[src/rtl/core/pssm_window_scorer_core_assert.svh]
// Assertion macros used by the scorer RTL.
`ifndef PSSM_WINDOW_SCORER_CORE_ASSERT_SVH
`define PSSM_WINDOW_SCORER_CORE_ASSERT_SVH

// Consequent must hold in the same cycle as the antecedent.
`define PSSM_ASSERT_SAME(label, ck, rs, ante, cons, msg) \
  label: assert property (@(posedge ck) disable iff (rs) (ante) |-> (cons)) \
    else $error(msg);

// Consequent must hold in the cycle after the antecedent.
`define PSSM_ASSERT_NEXT(label, ck, rs, ante, cons, msg) \
  label: assert property (@(posedge ck) disable iff (rs) (ante) |=> (cons)) \
    else $error(msg);

`endif

[src/rtl/core/pssm_pkg.sv]
`timescale 1ns / 1ps

package pssm_pkg;

  localparam int POS_W    = 5;
  localparam int BASE_W   = 2;
  localparam int CHAR_W   = 8;
  localparam int SCORE_W  = 21;
  localparam int OFFSET_W = 16;
  localparam int LEN_W    = 6;

  localparam logic [LEN_W-1:0] LEN_RESET = 6'd16;

  // Register map: one register, selected by paddr[2].
  localparam logic REG_WINDOW_LENGTH = 1'b0;

  localparam logic MODE_LOAD = 1'b0;
  localparam logic MODE_CHAR = 1'b1;

  typedef logic [2:0] code_t;

  localparam code_t CODE_A     = 3'd0;
  localparam code_t CODE_G     = 3'd1;
  localparam code_t CODE_C     = 3'd2;
  localparam code_t CODE_T     = 3'd3;
  localparam code_t CODE_OTHER = 3'd4;

  localparam logic [CHAR_W-1:0] CHAR_A_UP = 8'h41;
  localparam logic [CHAR_W-1:0] CHAR_A_LO = 8'h61;
  localparam logic [CHAR_W-1:0] CHAR_G_UP = 8'h47;
  localparam logic [CHAR_W-1:0] CHAR_G_LO = 8'h67;
  localparam logic [CHAR_W-1:0] CHAR_C_UP = 8'h43;
  localparam logic [CHAR_W-1:0] CHAR_C_LO = 8'h63;
  localparam logic [CHAR_W-1:0] CHAR_T_UP = 8'h54;
  localparam logic [CHAR_W-1:0] CHAR_T_LO = 8'h74;

  // Controls broadcast from the top level to every cell of the chain.
  typedef struct packed {
    logic              adv;
    logic              shift;
    logic              clear;
    logic              load;
    logic [POS_W-1:0]  load_pos;
    logic [BASE_W-1:0] load_base;
  } cell_ctl_t;

  function automatic code_t base_code(input logic [CHAR_W-1:0] ch);
    code_t code;
    case (ch) inside
      CHAR_A_UP, CHAR_A_LO: code = CODE_A;
      CHAR_G_UP, CHAR_G_LO: code = CODE_G;
      CHAR_C_UP, CHAR_C_LO: code = CODE_C;
      CHAR_T_UP, CHAR_T_LO: code = CODE_T;
      default:              code = CODE_OTHER;
    endcase
    return code;
  endfunction

endpackage

[src/rtl/core/pssm_cell.sv]
`timescale 1ns / 1ps

// One link of the chain: holds one history code, passed on to the next cell
// on every character, and the four weights of one window position.
module pssm_cell #(
  parameter int CELL_INDEX  = 0,
  parameter int WEIGHT_BITS = 16
) (
  input  logic                          clk,
  input  logic                          rst,
  input  pssm_pkg::cell_ctl_t           ctl,
  input  logic signed [WEIGHT_BITS-1:0] load_data,
  input  pssm_pkg::code_t               code_in,
  output pssm_pkg::code_t               code_out,
  input  pssm_pkg::code_t               tap_code,
  output logic signed [WEIGHT_BITS-1:0] term
);

  localparam logic [pssm_pkg::POS_W:0] CELL_POS = CELL_INDEX[pssm_pkg::POS_W:0];

  logic signed [WEIGHT_BITS-1:0] weight [4];
  logic                          hit;

  assign hit = ctl.load && ({1'b0, ctl.load_pos} == CELL_POS);

  always_ff @(posedge clk) begin
    if (rst) begin
      code_out <= pssm_pkg::CODE_OTHER;
    end else if (ctl.shift) begin
      // A new sequence empties the history behind the first character.
      if (ctl.clear && (CELL_INDEX != 0)) begin
        code_out <= pssm_pkg::CODE_OTHER;
      end else begin
        code_out <= code_in;
      end
    end
  end

  always_ff @(posedge clk) begin
    if (hit) begin
      weight[ctl.load_base] <= load_data;
    end
  end

  always_ff @(posedge clk) begin
    if (ctl.adv) begin
      if (tap_code == pssm_pkg::CODE_OTHER) begin
        term <= '0;
      end else begin
        term <= weight[tap_code[1:0]];
      end
    end
  end

endmodule

[config.mk]
export PLATFORM = sky130hd
export DESIGN_NAME = pssm_cell
export DESIGN_NICKNAME = d
export VERILOG_FILES = /design/src/rtl/core/pssm_window_scorer_core_assert.svh /design/src/rtl/core/pssm_pkg.sv /design/src/rtl/core/pssm_cell.sv
export SDC_FILE = /design/constraint.sdc
export NUM_CORES = 1
export LEC_CHECK = 0
export BUFFER_PORTS_ARGS = -buffer_cell sky130_fd_sc_hd__buf_2
export CAP_MARGIN = 10
export CORE_ASPECT_RATIO = 1.25
export CORE_MARGIN = 4
export CORE_UTILIZATION = 51
export DETAILED_ROUTE_END_ITERATION = 8
export PLACE_DENSITY = 0.74
export SYNTH_ARGS = -nofsm -noshare
export SYNTH_HDL_FRONTEND = slang
export SYNTH_SLANG_ARGS = --single-unit
[constraint.sdc]
create_clock -name clk -period 10.3 [get_ports clk]
set_input_delay 2.06 -clock clk [delete_from_list [all_inputs] [get_ports clk]]
set_output_delay 2.06 -clock clk [all_outputs]
set_load 0.05 [all_outputs]
==> results of run 1 <==
[final cells by class]
cell class / instances / area (µm²)
timing repair buffer: 56 / 290
fill: 426 / 2220
multi-input combinational: 75 / 621
tap: 82 / 103
clock inverter: 7 / 35.0
clock buffer: 9 / 124
sequential: 83 / 2460
inverter: 1 / 3.75
[cell families after synthesis]
kind of cell,after synthesis,synth area share (%)
flops,83,79.1
buf+inv,10,1.77
mux,18,6.19
compound gates,31,6.31
simple gates,26,6.59
[cells in the mapped netlist, types with 2 or more instances]
cell      number
a21oi_1       15
edfxtp_1      80
or3b_1        10
mux2i_1       17
nor4_1         2
clkbuf_1       4
dfxtp_1        3
buf_4          2
buf_2          2
nor2_1         2
or3b_2         5
a22oi_1       15
nor2b_1        2
[worst min path at each step]
stage / depth (start not counted) / endpoint / slack, ps / from
2_1_floorplan: 2 / term[0] / 600 / weight[1][0]
3_3_place_gp: 2 / code_out[0] / 470 / code_out[0]
3_5_place_dp: 2 / code_out[0] / 490 / code_out[0]
4_1_cts: 2 / code_out[0] / 510 / code_out[0]
5_1_grt: 2 / code_out[0] / 560 / code_out[0]
6_report: 2 / code_out[0] / 510 / code_out[0]
[routing by layer]
metal / vias to the layer above / share of wire, % / global-route usage (%)
li1: 794 / - / -
met1: 816 / 41 / 17.1
met2: 44 / 52 / 24.2
met3: 9 / 4.8 / 5.29
met4: 0 / 1.8 / 7.57
met5: - / 0 / 0
[state kept, by name, indices dropped and copies added, names as in the netlist]
register  count
weight       64
term         16
code_out      3
[metrics by stage]
stage | power (µW) | hold WS, ps
after global placement | 433 | 474
after CTS | 619 | 510
after global routing | 637 | 557
final | 612 | 509
after floorplan | 417 | 597
after detailed placement | 434 | 489
[power by group through the flow]
stage | combinational, µW | clock (µW) | sequential [µW]
6_report | 48.7 | 186 | 378
5_1_grt | 52.7 | 207 | 378
4_1_cts | 49.1 | 192 | 378
3_5_place_dp | 49.1 | 0 | 385
3_3_place_gp | 47.9 | 0 | 385
2_1_floorplan | 15.0 | 0 | 402
==> out/metrics.yaml, run 1 <==
flow_run:
  maxCapViolations: 0
critical_path:
  path_cells: "buf_2 > mux4_2"
  critPathSlowestCell: "buf_2"
  r2r_slack_ps: 9120
  worst_setup_path_start_kind: "input port"
  timing.rr.start: "weight[0][14]"
  crit_fanout: 46
  worst-path-stages: 2
  path_delay_family: "buffers and inverters"
  crit_path_max_incr_delay_ps: 690
  crit_path_start: "tap_code[1]"
  worstRegToRegCells: 2
  end_kind: "flip-flop"
  critPathKind: "input port to flip-flop"
  worstSetupEndpoint: "term[14]"
  path_buf_inv: 1
  worstReg2RegEnd: "term[14]"
  critPathRequiredTime_ps: 10380
  worstPathArrival_ps: 3370
routing:
  routed_wl_mm: 5.00
  dr.first_iter.drc_count: 138
  firstDrtPassIters: 4
  via_per_inst: 5.31
  wire_per_inst_um: 16.0
  dr_total_vias: 1663
  drc_errors: 0
  ant_nets: 0
pwr:
  power_frac_seq_pct: 61.7
  power.switching_uw: 138
  p_clk_share_pct: 30.4
  combPwrFrac_pct: 7.9
  p_sw_share_pct: 22.5
  vdd_drop_max_mv: 0.0879
  p_leak_uw: 0.00131
  power_density_mw_per_mm2: 168
  p_int_uw: 475
timing:
  setup_violations: 0
  fmax_mhz: 304
  period_needed_ps: 3290
  final_max_slew_viol_count: 0
  hold_viol: 0
  fin_skew_ps: 6.83
  slew_headroom_pct: 37.9
  worst_slack_ps: 7010
  grt_setup_unrepaired: "false"
  period_share_pct: 32.0
  fin_tns_setup_ps: 0
  worst_pin_slew_ps: 932
synth:
  netlist_area_mm2: 0.00311
  ys_top_cells_by_area: "edfxtp_1, mux2i_1, a22oi_1, or3b_1, a21oi_1"
  async_flop_share_pct: 0
  yosysTopAreaCell: "edfxtp_1"
  yosysUniqueCellTypes: 22
  syn_inst: 168
  synth-main-ff-cell: "edfxtp_1"
  seq_area_frac_synth_pct: 79.1
  synth_edf_count: 80
  avgSynthCellArea_um2: 18.5
  synth_top_area_share_pct: 77.2
  syn_nets: 203
  synth_warnings: 0
  ys_seq_elements: 83
hold_path:
  hp-class: "flip-flop to flip-flop"
layout:
  final_cell_mix: "edfxtp_1, buf_2, mux2i_1"
  final_common_cell: "edfxtp_1"
  area_growth_pct: 16.9
  fin_nets: 261
  final_util_pct: 62.1
  final_cells: 313
  stdcell_area_mm2: 0.00364
  antenna_cells: 0
  drive_above_1_share_pct: 35.1
placement:
  portBuffers: 52
  dpl.hpwl_mm: 3.00
  place.gp.congestion: 0.686
  dp_slack_ps: 6660
  placed_cells: 297
  place_area_mm2: 0.00348
floorplanning:
  dieHeight_um: 95.3
  coreArea_mm2: 0.00586
  rows: 31
  dieArea_mm2: 0.00742
  start_util_pct: 53.1
  io_pins: 54
  die_w_um: 77.9
clock_network:
  post-cts-setup-buffer-count: 0
  path_clk_slew_ps: 70
  insertion_delay_ps: 340
  cts_resized: 0
  cts_buffers: 9
  cts_sinks: 83
  root_buffer: "clkbuf_8"
  postCtsHoldBufs: 0
  ctsHtreeMaxLevel: 3
  cts_tree: "yes"
  cts_buffer_depth: 2
global_route:
  antenna_found_initial: 0
  grt_overflow: 0
  grt_pass1_vias: 1672
  grt_usage_pct: 14.8
  grt_pass1_wl_mm: 7.94
  grt_max_degree: 47
run_status:
  outcome: "finished clean"
Power figures use the tool's default switching activity.
==> inputs of run 2 (changes only) <==
--- a/config.mk
+++ b/config.mk
@@ -9,7 +9,7 @@
 export CAP_MARGIN = 10
 export CORE_ASPECT_RATIO = 1.25
 export CORE_MARGIN = 4
-export CORE_UTILIZATION = 51
+export CORE_UTILIZATION = 49
 export DETAILED_ROUTE_END_ITERATION = 8
 export PLACE_DENSITY = 0.74
 export SYNTH_ARGS = -nofsm -noshare
==> constraint.sdc (replaced) <==
create_clock -name clk -period 2.9 [get_ports clk]
set_input_delay 0.58 -clock clk [delete_from_list [all_inputs] [get_ports clk]]
set_output_delay 0.58 -clock clk [all_outputs]
set_load 0.05 [all_outputs]
==> out/metrics.yaml, run 2 (synthesis gave the netlist of run 1 again) <==
placement:
  placed_cells: 300  # +1.0%
  dpl.hpwl_mm: 2.98  # -0.64%
  place.gp.congestion: 0.678  # -1.2%
  portBuffers: 52  # unchanged
critical_path:
  r2r_slack_ps: 1720  # -7400 ps
  critPathRequiredTime_ps: 2920  # -7460 ps
  critPathKind: "input port to flip-flop"
  crit_path_start: "ctl[3]"
  worstReg2RegEnd: "term[14]"
  path_delay_family: "simple AND/OR/NAND/NOR gates"
  end_kind: "flip-flop"
  worstSetupEndpoint: "weight[1][11]"
  critPathSlowestCell: "or4_4"
  path_buf_inv: 2  # +1
  worst_setup_path_start_kind: "input port"
  worst-path-stages: 4  # +2
  path_cells: "buf_2 > or4_4 > nor4b_4 > buf_4"
  crit_path_max_incr_delay_ps: 580  # -110 ps
  crit_fanout: 16  # -65%
  timing.rr.start: "weight[0][14]"
  worstRegToRegCells: 2  # unchanged
  worstPathArrival_ps: 1820  # -1550 ps
clock_network:
  postCtsHoldBufs: 0  # unchanged
  cts_sinks: 83  # unchanged
  insertion_delay_ps: 340  # about the same
  path_clk_slew_ps: 70  # about the same
  post-cts-setup-buffer-count: 0  # unchanged
  cts_tree: "yes"
  cts_buffer_depth: 2  # unchanged
  root_buffer: "clkbuf_8"
  cts_resized: 0  # unchanged
  ctsHtreeMaxLevel: 3  # unchanged
  cts_buffers: 9  # unchanged
layout:
  reg_top3: "weight x64, term x16, code_out x3"
  area_growth_pct: 17.1
  fin_nets: 261  # unchanged
  final_cell_mix: "edfxtp_1, buf_2, mux2i_1"
  final_cells: 316  # +0.96%
  top_register: "weight"
  final_util_pct: 59.1  # -3.0 points
  largest_register_ffs: 64  # unchanged
  drive_above_1_share_pct: 35.1  # unchanged
  final_common_cell: "edfxtp_1"
  antenna_cells: 0  # unchanged
floorplanning:
  dieHeight_um: 97.1  # +1.9%
  start_util_pct: 50.5  # -2.7 points
  die_w_um: 79.3  # +1.8%
  io_pins: 54  # unchanged
  coreArea_mm2: 0.00617  # +5.3%
  dieArea_mm2: 0.00770  # +3.7%
  rows: 32  # +3.2%
timing:
  fmax_mhz: 555
  hold_viol: 0  # unchanged
  grt_setup_unrepaired: "false"
  final_max_slew_viol_count: 0  # unchanged
  setup_violations: 0  # unchanged
  slew_headroom_pct: 37.7  # -0.12 points
  period_needed_ps: 1800
  fin_skew_ps: 7.93  # +1.09 ps
  worst_pin_slew_ps: 934  # +1.87 ps
  period_share_pct: 62.2
global_route:
  grt_max_degree: 47  # unchanged
  grt_pass1_wl_mm: 7.59  # -4.3%
  grt_usage_pct: 13.4  # -1.4 points
  grt_pass1_vias: 1609  # -3.8%
  antenna_found_initial: 0  # unchanged
  grt_overflow: 0  # unchanged
routing:
  ant_nets: 0  # unchanged
  routed_wl_mm: 4.88  # -2.5%
  dr_total_vias: 1634  # -1.7%
  wire_per_inst_um: 15.4  # -3.4%
  dr.first_iter.drc_count: 154  # +12%
  drc_errors: 0  # unchanged
  via_per_inst: 5.17  # -2.7%
  firstDrtPassIters: 4  # unchanged
flow_run:
  maxCapViolations: 0  # unchanged
pwr:
  p_leak_uw: 0.00131  # -0.35%
  power_density_mw_per_mm2: 600  # +260%
  vdd_drop_max_mv: 0.407  # +360%
hold_path:
  holdCritStartpoint: "rst"
  hp-class: "input port to flip-flop"
run_status:
  outcome: "finished clean"
==> run 2: final cells by class <==
cell class	count	area, µm²
tap	85	106
clock buffer	11	131
fill	492	2520
clock inverter	5	30.0
sequential	83	2460
multi-input combinational	75	621
inverter	1	3.75
timing repair buffer	56	290
==> run 2: per-layer routing <==
metal / part of all wire [%] / GRT usage [%]
met1: 39 / 15.1
met4: 2.0 / 6.35
met2: 51 / 21.7
met5: 0 / 0
met3: 8.0 / 5.47
==> run 2: worst min-delay path by stage <==
stage                  endpoint  cells after the start
floorplan               term[0]                      2
global placement    code_out[0]                      2
detailed placement  code_out[0]                      2
CTS                 code_out[1]                      2
global route        code_out[0]                      2
finish              code_out[1]                      2
==> run 2: where the power goes <==
group / internal, µW / leakage [µW] / switching (µW)
Sequential: 1340 / 0.000757 / 4.86
Clock: 306 / 0.0000791 / 368
Combinational: 52.2 / 0.000470 / 120
Total: 1690 / 0.00131 / 492
==> run 2: through the flow <==
stage               hold slack [ps]  TNS [ps]  setup WS [ps]  total power (µW)  area [µm²]
detailed placement              483         0            746              1540        3480
floorplan                       597     -9610           -301              1480        3110
CTS                             410         0           1120              2210        3640
global placement                473         0            755              1540        3480
finish                          430         0           1100              2190        3640
global route                    421         0           1080              2280        3640
