### src/rtl/core/pssm_window_scorer_core_assert.svh
// Assertion macros used by the scorer RTL.
`ifndef PSSM_WINDOW_SCORER_CORE_ASSERT_SVH
`define PSSM_WINDOW_SCORER_CORE_ASSERT_SVH

// Consequent must hold in the same cycle as the antecedent.
`define PSSM_ASSERT_SAME(label, ck, rs, ante, cons, msg) \
  label: assert property (@(posedge ck) disable iff (rs) (ante) |-> (cons)) \
    else $error(msg);

// Consequent must hold in the cycle after the antecedent.
`define PSSM_ASSERT_NEXT(label, ck, rs, ante, cons, msg) \
  label: assert property (@(posedge ck) disable iff (rs) (ante) |=> (cons)) \
    else $error(msg);

`endif

### src/rtl/core/pssm_pkg.sv
`timescale 1ns / 1ps

package pssm_pkg;

  localparam int POS_W    = 5;
  localparam int BASE_W   = 2;
  localparam int CHAR_W   = 8;
  localparam int SCORE_W  = 21;
  localparam int OFFSET_W = 16;
  localparam int LEN_W    = 6;

  localparam logic [LEN_W-1:0] LEN_RESET = 6'd16;

  // Register map: one register, selected by paddr[2].
  localparam logic REG_WINDOW_LENGTH = 1'b0;

  localparam logic MODE_LOAD = 1'b0;
  localparam logic MODE_CHAR = 1'b1;

  typedef logic [2:0] code_t;

  localparam code_t CODE_A     = 3'd0;
  localparam code_t CODE_G     = 3'd1;
  localparam code_t CODE_C     = 3'd2;
  localparam code_t CODE_T     = 3'd3;
  localparam code_t CODE_OTHER = 3'd4;

  localparam logic [CHAR_W-1:0] CHAR_A_UP = 8'h41;
  localparam logic [CHAR_W-1:0] CHAR_A_LO = 8'h61;
  localparam logic [CHAR_W-1:0] CHAR_G_UP = 8'h47;
  localparam logic [CHAR_W-1:0] CHAR_G_LO = 8'h67;
  localparam logic [CHAR_W-1:0] CHAR_C_UP = 8'h43;
  localparam logic [CHAR_W-1:0] CHAR_C_LO = 8'h63;
  localparam logic [CHAR_W-1:0] CHAR_T_UP = 8'h54;
  localparam logic [CHAR_W-1:0] CHAR_T_LO = 8'h74;

  // Controls broadcast from the top level to every cell of the chain.
  typedef struct packed {
    logic              adv;
    logic              shift;
    logic              clear;
    logic              load;
    logic [POS_W-1:0]  load_pos;
    logic [BASE_W-1:0] load_base;
  } cell_ctl_t;

  function automatic code_t base_code(input logic [CHAR_W-1:0] ch);
    code_t code;
    case (ch) inside
      CHAR_A_UP, CHAR_A_LO: code = CODE_A;
      CHAR_G_UP, CHAR_G_LO: code = CODE_G;
      CHAR_C_UP, CHAR_C_LO: code = CODE_C;
      CHAR_T_UP, CHAR_T_LO: code = CODE_T;
      default:              code = CODE_OTHER;
    endcase
    return code;
  endfunction

endpackage

### src/rtl/core/pssm_adder_tree.sv
`timescale 1ns / 1ps

// Registered binary adder tree, a register at each level, with the valid flag and
// the window offset carried alongside.
module pssm_adder_tree #(
  parameter int N      = 32,
  parameter int IN_W   = 16,
  parameter int LEVELS = 5,
  parameter int SUM_W  = 21
) (
  input  logic                                 clk,
  input  logic                                 rst,
  input  logic                                 adv,
  input  logic                                 in_valid,
  input  logic        [pssm_pkg::OFFSET_W-1:0] in_start,
  input  logic signed [IN_W-1:0]               term [N],
  output logic                                 out_valid,
  output logic        [pssm_pkg::OFFSET_W-1:0] out_start,
  output logic signed [SUM_W-1:0]              out_sum
);

  localparam int P = 1 << LEVELS;

  logic signed [SUM_W-1:0]              leaf [P];
  logic signed [SUM_W-1:0]              node [1:P-1];
  logic                                 vld  [LEVELS];
  logic        [pssm_pkg::OFFSET_W-1:0] start [LEVELS];

  genvar gi;
  generate
    for (gi = 0; gi < P; gi++) begin : g_leaf
      if (gi < N) begin : g_used
        assign leaf[gi] = SUM_W'(term[gi]);
      end else begin : g_pad
        assign leaf[gi] = '0;
      end
    end

    // Heap order: node 1 is the root, children of node n are 2n and 2n+1.
    for (gi = 1; gi < P; gi++) begin : g_node
      if (2 * gi < P) begin : g_inner
        always_ff @(posedge clk) begin
          if (adv) begin
            node[gi] <= node[2*gi] + node[2*gi+1];
          end
        end
      end else begin : g_bottom
        always_ff @(posedge clk) begin
          if (adv) begin
            node[gi] <= leaf[2*gi-P] + leaf[2*gi+1-P];
          end
        end
      end
    end
  endgenerate

  always_ff @(posedge clk) begin
    if (rst) begin
      for (int i = 0; i < LEVELS; i++) begin
        vld[i] <= 1'b0;
      end
    end else if (adv) begin
      vld[0] <= in_valid;
      for (int i = 1; i < LEVELS; i++) begin
        vld[i] <= vld[i-1];
      end
    end
  end

  always_ff @(posedge clk) begin
    if (adv) begin
      start[0] <= in_start;
      for (int i = 1; i < LEVELS; i++) begin
        start[i] <= start[i-1];
      end
    end
  end

  assign out_valid = vld[LEVELS-1];
  assign out_start = start[LEVELS-1];
  assign out_sum   = node[1];

endmodule

### config.mk
export PLATFORM = sky130hd
export DESIGN_NAME = pssm_adder_tree
export DESIGN_NICKNAME = d
export VERILOG_FILES = /design/src/rtl/core/pssm_window_scorer_core_assert.svh /design/src/rtl/core/pssm_pkg.sv /design/src/rtl/core/pssm_adder_tree.sv
export SDC_FILE = /design/constraint.sdc
export NUM_CORES = 1
export LEC_CHECK = 0
export BUFFER_PORTS_ARGS = -buffer_cell sky130_fd_sc_hd__buf_4
export CAP_MARGIN = 15
export CORE_MARGIN = 3
export CORE_UTILIZATION = 60
export CTS_BUF_LIST = sky130_fd_sc_hd__clkbuf_4 sky130_fd_sc_hd__clkbuf_8 sky130_fd_sc_hd__clkbuf_16
export DETAILED_ROUTE_END_ITERATION = 8
export PLACE_DENSITY_LB_ADDON = 0.25
export SETUP_SLACK_MARGIN = 0.2
export SYNTH_ARGS = -nofsm -noshare
export SYNTH_HDL_FRONTEND = slang
export SYNTH_SLANG_ARGS = --single-unit
### constraint.sdc
create_clock -name clk -period 3.3 [get_ports clk]
set_input_delay 0.165 -clock clk [delete_from_list [all_inputs] [get_ports clk]]
set_output_delay 0.165 -clock clk [all_outputs]
set_load 0.005 [all_outputs]
==> run_summary.xml, run 1 <==
<?xml version="1.0" encoding="UTF-8"?>
<metrics>
  <group name="worst_setup_path">
    <metric name="timing.critical_path.to_type" unit="">flop</metric>
    <metric name="setup.reg_to_reg.worst_slack" unit="ns">0.40</metric>
    <metric name="timing.critical_path.slowest_cell_delay" unit="ns">0.41</metric>
    <metric name="critical_path_class" unit="">flop to flop</metric>
    <metric name="ff2ff_path_depth" unit="">9</metric>
    <metric name="start_kind" unit="">flop</metric>
    <metric name="critPathRequiredTime" unit="ns">3.65</metric>
    <metric name="cp_cell_sequence" unit="">ha_1, fa_1, a21o_1, a21o_1, a2111oi_4, o31ai_4, a211oi_4, o2111a_1, nor4b_2</metric>
    <metric name="cp_data_arrival_time" unit="ns">3.24</metric>
    <metric name="timing.critical_path.mode_cell" unit="">sky130_fd_sc_hd__a21o_1</metric>
    <metric name="worstPathMaxFanout" unit="">8</metric>
    <metric name="gate_family_responsible_for_the_most_delay_along_the_worst_path" unit="">compound AO/OA/AOI/OAI gates</metric>
    <metric name="rr_endpoint" unit="">node[0][81]$_DFFE_PP_</metric>
    <metric name="worst_path_buffer_plus_inverter_count" unit="">0</metric>
    <metric name="r2r_start" unit="">node[0][126]$_DFFE_PP_</metric>
    <metric name="cpMaxStageDelayCell" unit="">sky130_fd_sc_hd__fa_1</metric>
  </group>
  <group name="synthesis">
    <metric name="ys_warn_count" unit="">0</metric>
    <metric name="async_flop_share" unit="">0</metric>
    <metric name="synthTopCellsByArea" unit="">sky130_fd_sc_hd__edfxtp_1, sky130_fd_sc_hd__ha_1, sky130_fd_sc_hd__xnor2_1</metric>
    <metric name="cells_after_synth" unit="">4015</metric>
    <metric name="synth-main-ff-cell" unit="">sky130_fd_sc_hd__edfxtp_1</metric>
    <metric name="postSynthRegisterBits" unit="">672</metric>
    <metric name="seq_area_frac_synth" unit="">0.454</metric>
    <metric name="ys_types" unit="">74</metric>
    <metric name="postSynthNetCount" unit="">5110</metric>
    <metric name="netlist_area" unit="um2">44500</metric>
    <metric name="number_of_enable_flip_flop_cells_after_synthesis" unit="">672</metric>
    <metric name="yosys.area.top_type_share" unit="">0.454</metric>
    <metric name="synth_area_leader_cell" unit="">sky130_fd_sc_hd__edfxtp_1</metric>
    <metric name="post_synth.cell_area_avg" unit="um2">11.1</metric>
  </group>
  <group name="finish">
    <metric name="nets" unit="">5782</metric>
    <metric name="layout.filler_cells" unit="">5171</metric>
    <metric name="layout-area-overhead-vs-synth" unit="%">19.3</metric>
    <metric name="fraction_of_layout_cells_with_a_size_suffix_above_1" unit="">0.158</metric>
    <metric name="final_util" unit="">0.725</metric>
    <metric name="antennaDiodeCount" unit="">0</metric>
  </group>
  <group name="drt">
    <metric name="wire_per_inst" unit="um">17.8</metric>
    <metric name="drt-pass1-iter-count" unit="">5</metric>
    <metric name="postRouteAntennaNets" unit="">0</metric>
    <metric name="route.detailed.drc" unit="">0</metric>
    <metric name="detailedRoute.firstIterationViolations" unit="">2028</metric>
    <metric name="vias_per_cell" unit="">5.84</metric>
    <metric name="wl_final" unit="um">101000</metric>
    <metric name="route.vias.total" unit="">33300</metric>
  </group>
  <group name="clocking">
    <metric name="clock_insertion_delay_worst_skew" unit="ns">0.61</metric>
    <metric name="cts_tree" unit="">done</metric>
    <metric name="clkTransAtPathRegs" unit="ns">0.06</metric>
    <metric name="cts-buffers-inserted" unit="">73</metric>
    <metric name="clock_tree.htree_level_count" unit="">3</metric>
    <metric name="cts_root_buffer" unit="">sky130_fd_sc_hd__clkbuf_16</metric>
    <metric name="clock_tree.buffer_depth" unit="">3</metric>
    <metric name="cts.sink_count" unit="">672</metric>
  </group>
  <group name="global_routing">
    <metric name="globalRouteOverflowTotal" unit="">0</metric>
    <metric name="pin_count_of_the_biggest_net_entering_global_routing" unit="">154</metric>
    <metric name="gr-usage-all-layers" unit="">0.255</metric>
    <metric name="grt_first_pass_wirelength" unit="um">162000</metric>
    <metric name="grt_antenna_before_repair" unit="">0</metric>
    <metric name="via_count_of_the_first_global_routing_pass" unit="">32900</metric>
  </group>
  <group name="die">
    <metric name="ioPinCount" unit="">570</metric>
    <metric name="row_count" unit="">99</metric>
    <metric name="floorplan.die.width" unit="um">278</metric>
    <metric name="core_area" unit="um2">73200</metric>
    <metric name="floorplan.die_area" unit="um2">77400</metric>
    <metric name="chipHeight" unit="um">278</metric>
    <metric name="initial_utilization" unit="">0.608</metric>
  </group>
  <group name="sta">
    <metric name="final.setup_skew" unit="ns">0.0172</metric>
    <metric name="timing_hold_violations_final" unit="">0</metric>
    <metric name="slew_viol_final" unit="">0</metric>
    <metric name="setup_viol" unit="">0</metric>
    <metric name="post-route-min-period" unit="ns">2.90</metric>
    <metric name="tightest_slew" unit="ns">0.862</metric>
    <metric name="final_clock_period_utilization_by_the_worst_path" unit="">0.878</metric>
    <metric name="finalWorstSetupSlack" unit="ns">0.402</metric>
    <metric name="timing.max_slew.rel_slack" unit="">0.425</metric>
    <metric name="maximum_clock_frequency" unit="GHz">0.345</metric>
    <metric name="grt_setup_unrepaired" unit="">no</metric>
    <metric name="fin_setup_tns" unit="ns">0</metric>
  </group>
  <group name="run">
    <metric name="max_cap_violations" unit="">0</metric>
  </group>
  <group name="power_and_ir_drop">
    <metric name="combinational_share_of_power" unit="">0.454</metric>
    <metric name="p_per_area" unit="nW/um2">782</metric>
    <metric name="sequentialPowerShare" unit="">0.344</metric>
    <metric name="switching_power" unit="uW">15000</metric>
    <metric name="switch_share" unit="">0.360</metric>
    <metric name="cellLeakagePower" unit="uW">0.0226</metric>
    <metric name="power.ir.vdd_worst" unit="uV">512</metric>
    <metric name="relative_contribution_of_the_clock_network_to_total_power" unit="">0.202</metric>
    <metric name="internal_power" unit="uW">26500</metric>
  </group>
  <group name="placed_design">
    <metric name="pre_cts_ws" unit="ns">0.292</metric>
    <metric name="port_buffers" unit="">569</metric>
    <metric name="gp_routability_congestion" unit="">0.923</metric>
    <metric name="dp.final_hpwl" unit="um">78200</metric>
  </group>
  <group name="hold_path">
    <metric name="worst_hold_path.num_cells" unit="">2</metric>
    <metric name="hold-path-endpoint" unit="">node[0][589]$_DFFE_PP_</metric>
    <metric name="hold_class" unit="">input port to flop</metric>
    <metric name="hp-start" unit="">term[113]</metric>
  </group>
  <group name="outcome">
    <metric name="status" unit="">finished, final reports clean</metric>
  </group>
</metrics>
final cells by class:
cell class	instances	area, um2	share of cell area
Clock inverter	43	484	0.00912
Timing Repair Buffer	669	5310	0.100
Inverter	139	522	0.00983
Multi-Input combinational cell	3132	23400	0.441
Clock buffer	88	1990	0.0375
Sequential cell	672	20200	0.380
Tap cell	959	1200	0.0226
sequential cells by signal, summed over array words and instances (netlist names):
signal,count
node,587
start,80
vld,5
power groups by stage:
stage	Clock (uW)	Combinational, uW	Sequential, uW
6_report	8390	18800	14300
5_1_grt	8900	21100	14400
4_1_cts	8530	18700	14300
3_5_place_dp	0	18400	14400
3_3_place_gp	0	18000	14400
2_1_floorplan	0	14000	13700
cells in the mapped netlist (all sizes together), types with 40 or more instances:
cell type / number
buf: 40
a21o: 199
o21a: 45
ha: 532
nand2: 198
nor3: 92
a211oi: 66
inv: 139
o21ai: 212
o21bai: 67
a21oi: 372
nand2b: 47
xor2: 149
edfxtp: 672
nand3: 84
xnor2: 259
nor2: 286
nor2b: 63
cell usage in the layout (no fill, tap or decap), types with 11 or more instances in the layout:
cell and n:
sky130_fd_sc_hd__edfxtp_1 672, sky130_fd_sc_hd__buf_4 577, sky130_fd_sc_hd__ha_1 532, sky130_fd_sc_hd__a21oi_1 372
sky130_fd_sc_hd__nor2_1 286, sky130_fd_sc_hd__xnor2_1 259, sky130_fd_sc_hd__o21ai_0 210, sky130_fd_sc_hd__a21o_1 199
sky130_fd_sc_hd__nand2_1 198, sky130_fd_sc_hd__xor2_1 149, sky130_fd_sc_hd__inv_1 139, sky130_fd_sc_hd__nor3_1 92
sky130_fd_sc_hd__dlygate4sd3_1 86, sky130_fd_sc_hd__nand3_1 84, sky130_fd_sc_hd__clkbuf_16 76, sky130_fd_sc_hd__o21bai_1 67
sky130_fd_sc_hd__a211oi_1 65, sky130_fd_sc_hd__nor2b_1 63, sky130_fd_sc_hd__nand2b_1 47, sky130_fd_sc_hd__o21a_1 45
sky130_fd_sc_hd__a31oi_1 33, sky130_fd_sc_hd__and3_1 31, sky130_fd_sc_hd__fa_1 31, sky130_fd_sc_hd__o211ai_1 23
sky130_fd_sc_hd__o31ai_1 22, sky130_fd_sc_hd__nor4_1 22, sky130_fd_sc_hd__a211o_1 21, sky130_fd_sc_hd__or3_1 19
sky130_fd_sc_hd__nand4_1 18, sky130_fd_sc_hd__a31o_2 15, sky130_fd_sc_hd__and2_1 14, sky130_fd_sc_hd__or2_2 14
sky130_fd_sc_hd__o31a_1 13, sky130_fd_sc_hd__clkinv_1 13, sky130_fd_sc_hd__a41oi_1 12, sky130_fd_sc_hd__o311ai_0 12
sky130_fd_sc_hd__clkbuf_4 12, sky130_fd_sc_hd__a311oi_1 11, sky130_fd_sc_hd__clkinv_2 11
layer usage:
| metal | track usage | wire length, um |
|---|---|---|
| met4 | 0.0617 | 2160 |
| met2 | 0.451 | 50600 |
| met3 | 0.0330 | 4670 |
| met5 | 0 | 0 |
| met1 | 0.336 | 43800 |
stage by stage:
step	total power, uW	cells	hold slack, ns	instance area [um2]
6_report	41500	5702	0.0324	53100
4_1_cts	41500	5700	0.00261	53000
3_3_place_gp	32400	5483	0.344	49700
3_5_place_dp	32800	5483	0.345	49700
5_1_grt	44400	5702	0.00616	53100
2_1_floorplan	27800	4015	0.264	44500
worst reg2reg max path: stages (launching register included):
cell and delay [ns]:
sky130_fd_sc_hd__edfxtp_1 0.36, sky130_fd_sc_hd__ha_1 0.24, sky130_fd_sc_hd__fa_1 0.41, sky130_fd_sc_hd__a21o_1 0.19, sky130_fd_sc_hd__a21o_1 0.23, sky130_fd_sc_hd__a2111oi_4 0.39, sky130_fd_sc_hd__o31ai_4 0.14, sky130_fd_sc_hd__a211oi_4 0.36
sky130_fd_sc_hd__o2111a_1 0.27, sky130_fd_sc_hd__nor4b_2 0.05
logic make-up after synthesis:
family	synth area share
AO/OA/AOI/OAI	0.180
XOR/XNOR	0.0803
adder cells (fa/ha/maj)	0.164
buffers and inverters	0.0210
flip-flops	0.454
multiplexers	0.00138
AND/OR/NAND/NOR	0.0996
worst max path at each step:
| stage | end | depth (start not counted) | slack (ns) | start |
|---|---|---|---|---|
| floorplan | node[0][77]$_DFFE_PP_ | 9 | 0.48 | node[0][126]$_DFFE_PP_ |
| global placement | node[0][77]$_DFFE_PP_ | 9 | 0.31 | node[0][126]$_DFFE_PP_ |
| detailed placement | node[0][77]$_DFFE_PP_ | 9 | 0.29 | node[0][126]$_DFFE_PP_ |
| CTS | node[0][77]$_DFFE_PP_ | 9 | 0.30 | node[0][126]$_DFFE_PP_ |
| global route | node[0][226]$_DFFE_PP_ | 9 | 0.24 | node[0][420]$_DFFE_PP_ |
| finish | node[0][81]$_DFFE_PP_ | 9 | 0.40 | node[0][126]$_DFFE_PP_ |
what timing repair did:
| action | CTS | global route |
|---|---|---|
| endpoints found under the setup margin | 0 | 9 |
| endpoints found under the hold margin | 96 | 0 |
| hold buffers | 86 | 0 |
| buffers inserted | 0 | 2 |
| gates resized for setup | 0 | 5 |
Note: power is estimated with default switching activity, not from simulation.
==> inputs of run 2 (changes only) <==
CELL_PAD_IN_SITES_DETAIL_PLACEMENT = 0   (was unset)
CELL_PAD_IN_SITES_GLOBAL_PLACEMENT = 1   (was unset)
CORE_UTILIZATION = 47   (was 60)
==> run 2 against run 1 <==
Compared with the run above:
- non-clock buffer count is 36 higher
- sequential share of layout area is 0.53 points lower
- wire length is 1.6% higher
- fmax is 0.97% lower
- via count is 1.4% lower
- global-route usage is 5.1 points lower
- sequential power hardly changed
- clock skew is 0.010 ns higher
- clock-buffer cell count is 1 lower
- final area is 1.4% higher
- critical path depth stayed put
- largest cell class unchanged
==> run_summary.xml, run 2 (same netlist as run 1, synthesis figures left out) <==
<?xml version="1.0" encoding="UTF-8"?>
<metrics>
  <group name="sta">
    <metric name="final_clock_period_utilization_by_the_worst_path" unit="">0.887</metric>
    <metric name="setup_viol" unit="">0</metric>
    <metric name="tightest_slew" unit="ns">0.653</metric>
    <metric name="grt_setup_unrepaired" unit="">no</metric>
    <metric name="timing_hold_violations_final" unit="">0</metric>
    <metric name="fin_setup_tns" unit="ns">0</metric>
    <metric name="slew_viol_final" unit="">0</metric>
    <metric name="post-route-min-period" unit="ns">2.93</metric>
    <metric name="final.setup_skew" unit="ns">0.0275</metric>
    <metric name="maximum_clock_frequency" unit="GHz">0.342</metric>
    <metric name="timing.max_slew.rel_slack" unit="">0.559</metric>
    <metric name="finalWorstSetupSlack" unit="ns">0.374</metric>
  </group>
  <group name="clocking">
    <metric name="clock_tree.htree_level_count" unit="">3</metric>
    <metric name="clock_insertion_delay_worst_skew" unit="ns">0.62</metric>
    <metric name="clkTransAtPathRegs" unit="ns">0.06</metric>
    <metric name="cts_root_buffer" unit="">sky130_fd_sc_hd__clkbuf_16</metric>
    <metric name="clock_tree.buffer_depth" unit="">3</metric>
    <metric name="cts_tree" unit="">done</metric>
    <metric name="cts.sink_count" unit="">672</metric>
    <metric name="cts-buffers-inserted" unit="">75</metric>
  </group>
  <group name="finish">
    <metric name="post_layout_nonfiller_instances" unit="">6039</metric>
    <metric name="largest_register_ff_count" unit="">587</metric>
    <metric name="multi_input_area" unit="um2">23400</metric>
    <metric name="most-common-layout-cells" unit="">sky130_fd_sc_hd__edfxtp_1, sky130_fd_sc_hd__buf_4, sky130_fd_sc_hd__ha_1</metric>
    <metric name="reg.largest.list" unit="">node (587), start (80), vld (5)</metric>
    <metric name="top_register" unit="">node</metric>
    <metric name="layout-area-overhead-vs-synth" unit="%">21.0</metric>
    <metric name="final_util" unit="">0.575</metric>
    <metric name="layout.cells.most_common" unit="">sky130_fd_sc_hd__edfxtp_1</metric>
    <metric name="nets" unit="">5820</metric>
    <metric name="seqCellArea" unit="um2">20200</metric>
    <metric name="layout.filler_cells" unit="">8094</metric>
    <metric name="fraction_of_layout_cells_with_a_size_suffix_above_1" unit="">0.160</metric>
  </group>
  <group name="placed_design">
    <metric name="pre_cts_ws" unit="ns">0.262</metric>
    <metric name="post-place-cells" unit="">5789</metric>
    <metric name="port_buffers" unit="">569</metric>
    <metric name="gp_routability_congestion" unit="">0.875</metric>
    <metric name="dp.final_hpwl" unit="um">81100</metric>
  </group>
  <group name="power_and_ir_drop">
    <metric name="p_per_area" unit="nW/um2">769</metric>
    <metric name="combinational_share_of_power" unit="">0.452</metric>
    <metric name="sequentialPowerShare" unit="">0.346</metric>
    <metric name="cellLeakagePower" unit="uW">0.0228</metric>
    <metric name="relative_contribution_of_the_clock_network_to_total_power" unit="">0.202</metric>
    <metric name="power.ir.vdd_worst" unit="uV">434</metric>
    <metric name="switch_share" unit="">0.362</metric>
    <metric name="internal_power" unit="uW">26400</metric>
    <metric name="switching_power" unit="uW">15000</metric>
  </group>
  <group name="drt">
    <metric name="vias_per_cell" unit="">5.43</metric>
    <metric name="postRouteAntennaNets" unit="">0</metric>
    <metric name="drt-pass1-iter-count" unit="">5</metric>
    <metric name="route.vias.total" unit="">32800</metric>
    <metric name="detailedRoute.firstIterationViolations" unit="">1780</metric>
    <metric name="route.detailed.drc" unit="">0</metric>
    <metric name="wire_per_inst" unit="um">17.0</metric>
    <metric name="wl_final" unit="um">103000</metric>
  </group>
  <group name="die">
    <metric name="floorplan.die.width" unit="um">314</metric>
    <metric name="initial_utilization" unit="">0.475</metric>
    <metric name="row_count" unit="">112</metric>
    <metric name="core_area" unit="um2">93600</metric>
    <metric name="chipHeight" unit="um">314</metric>
    <metric name="ioPinCount" unit="">570</metric>
    <metric name="floorplan.die_area" unit="um2">98400</metric>
  </group>
  <group name="global_routing">
    <metric name="grt_first_pass_wirelength" unit="um">163000</metric>
    <metric name="via_count_of_the_first_global_routing_pass" unit="">32300</metric>
    <metric name="gr-usage-all-layers" unit="">0.204</metric>
    <metric name="globalRouteOverflowTotal" unit="">0</metric>
    <metric name="grt_antenna_before_repair" unit="">1</metric>
    <metric name="pin_count_of_the_biggest_net_entering_global_routing" unit="">90</metric>
  </group>
  <group name="worst_setup_path">
    <metric name="critical_path_class" unit="">flop to flop</metric>
    <metric name="setup.reg_to_reg.worst_slack" unit="ns">0.37</metric>
    <metric name="worstPathMaxFanout" unit="">8</metric>
    <metric name="start_kind" unit="">flop</metric>
    <metric name="critPathRequiredTime" unit="ns">3.65</metric>
    <metric name="cp_data_arrival_time" unit="ns">3.27</metric>
    <metric name="timing.critical_path.to_type" unit="">flop</metric>
  </group>
  <group name="hold_path">
    <metric name="hold_class" unit="">input port to flop</metric>
  </group>
  <group name="outcome">
    <metric name="status" unit="">finished, final reports clean</metric>
  </group>
  <group name="run">
    <metric name="max_cap_violations" unit="">0</metric>
  </group>
</metrics>
==> run 2: cell types whose count changed in the layout (fill, tap and decap cells not counted), sizes merged, moves of 2 or more <==
| cell | change |
|---|---|
| inv | +3 |
| dlygate4sd3 | +26 |
| bufinv | -3 |
| clkinvlp | -2 |
| clkinv | +8 |
| buf | +10 |
==> run 2: cell type report <==
class | instances | area share
flip-flops and latches | 672 | 0.375
diodes | 1 | 0.0000465
inverters | 139 | 0.00969
repair buffers | 705 | 0.106
clock inverters | 49 | 0.00879
multi-input cells | 3132 | 0.435
well taps | 1254 | 0.0291
clock buffers | 87 | 0.0372
==> run 2: timing repair <==
action	4_1_cts	5_1_grt
resized for setup	0	4
endpoints found under the hold margin	103	0
setup endpoints to repair	0	14
setup buffers	0	1
hold buffers	112	0
==> run 2: metrics by stage <==
step / instance area [um2] / hold WS [ns] / power [uW]
after floorplan: 44500 / 0.264 / 27800
after global placement: 50200 / 0.344 / 32800
after detailed placement: 50200 / 0.346 / 32900
after CTS: 53800 / 0.000493 / 41700
after global routing: 53800 / 0.0101 / 44600
final: 53800 / 0.0250 / 41400
==> run 2: final timing paths <==
check | from | cells after the start | end
worst min register to register | start[0][29]$_DFFE_PP_ | 0 | start[0][45]$_DFFE_PP_
worst max-delay path | node[0][126]$_DFFE_PP_ | 9 | node[0][77]$_DFFE_PP_
worst min-delay path | term[271] | 3 | node[0][498]$_DFFE_PP_
worst max register to register | node[0][126]$_DFFE_PP_ | 9 | node[0][77]$_DFFE_PP_
==> run 2: worst max-delay path: stages, from the launching register on <==
cell and delay (ns):
sky130_fd_sc_hd__edfxtp_1 0.37, sky130_fd_sc_hd__ha_1 0.24, sky130_fd_sc_hd__fa_1 0.42, sky130_fd_sc_hd__a21o_1 0.20, sky130_fd_sc_hd__a21o_1 0.22, sky130_fd_sc_hd__a2111oi_4 0.34, sky130_fd_sc_hd__o31ai_2 0.17, sky130_fd_sc_hd__a211oi_4 0.37
sky130_fd_sc_hd__o21ai_0 0.17, sky130_fd_sc_hd__xor2_1 0.18
==> run 2: power groups by stage <==
stage / Sequential [uW] / Clock, uW / Combinational [uW]
final: 14300 / 8350 / 18700
after global routing: 14500 / 8950 / 21100
after CTS: 14300 / 8600 / 18800
after detailed placement: 14500 / 0 / 18500
after global placement: 14500 / 0 / 18400
after floorplan: 13700 / 0 / 14000
==> run 2: routing by layer <==
layer | up-vias | wire length, um | global-route usage
met2 | 677 | 49600 | 0.352
met3 | 130 | 4250 | 0.0289
met4 | 0 | 2380 | 0.0515
met1 | 15300 | 46600 | 0.271
met5 | - | 0 | 0
li1 | 16700 | - | -
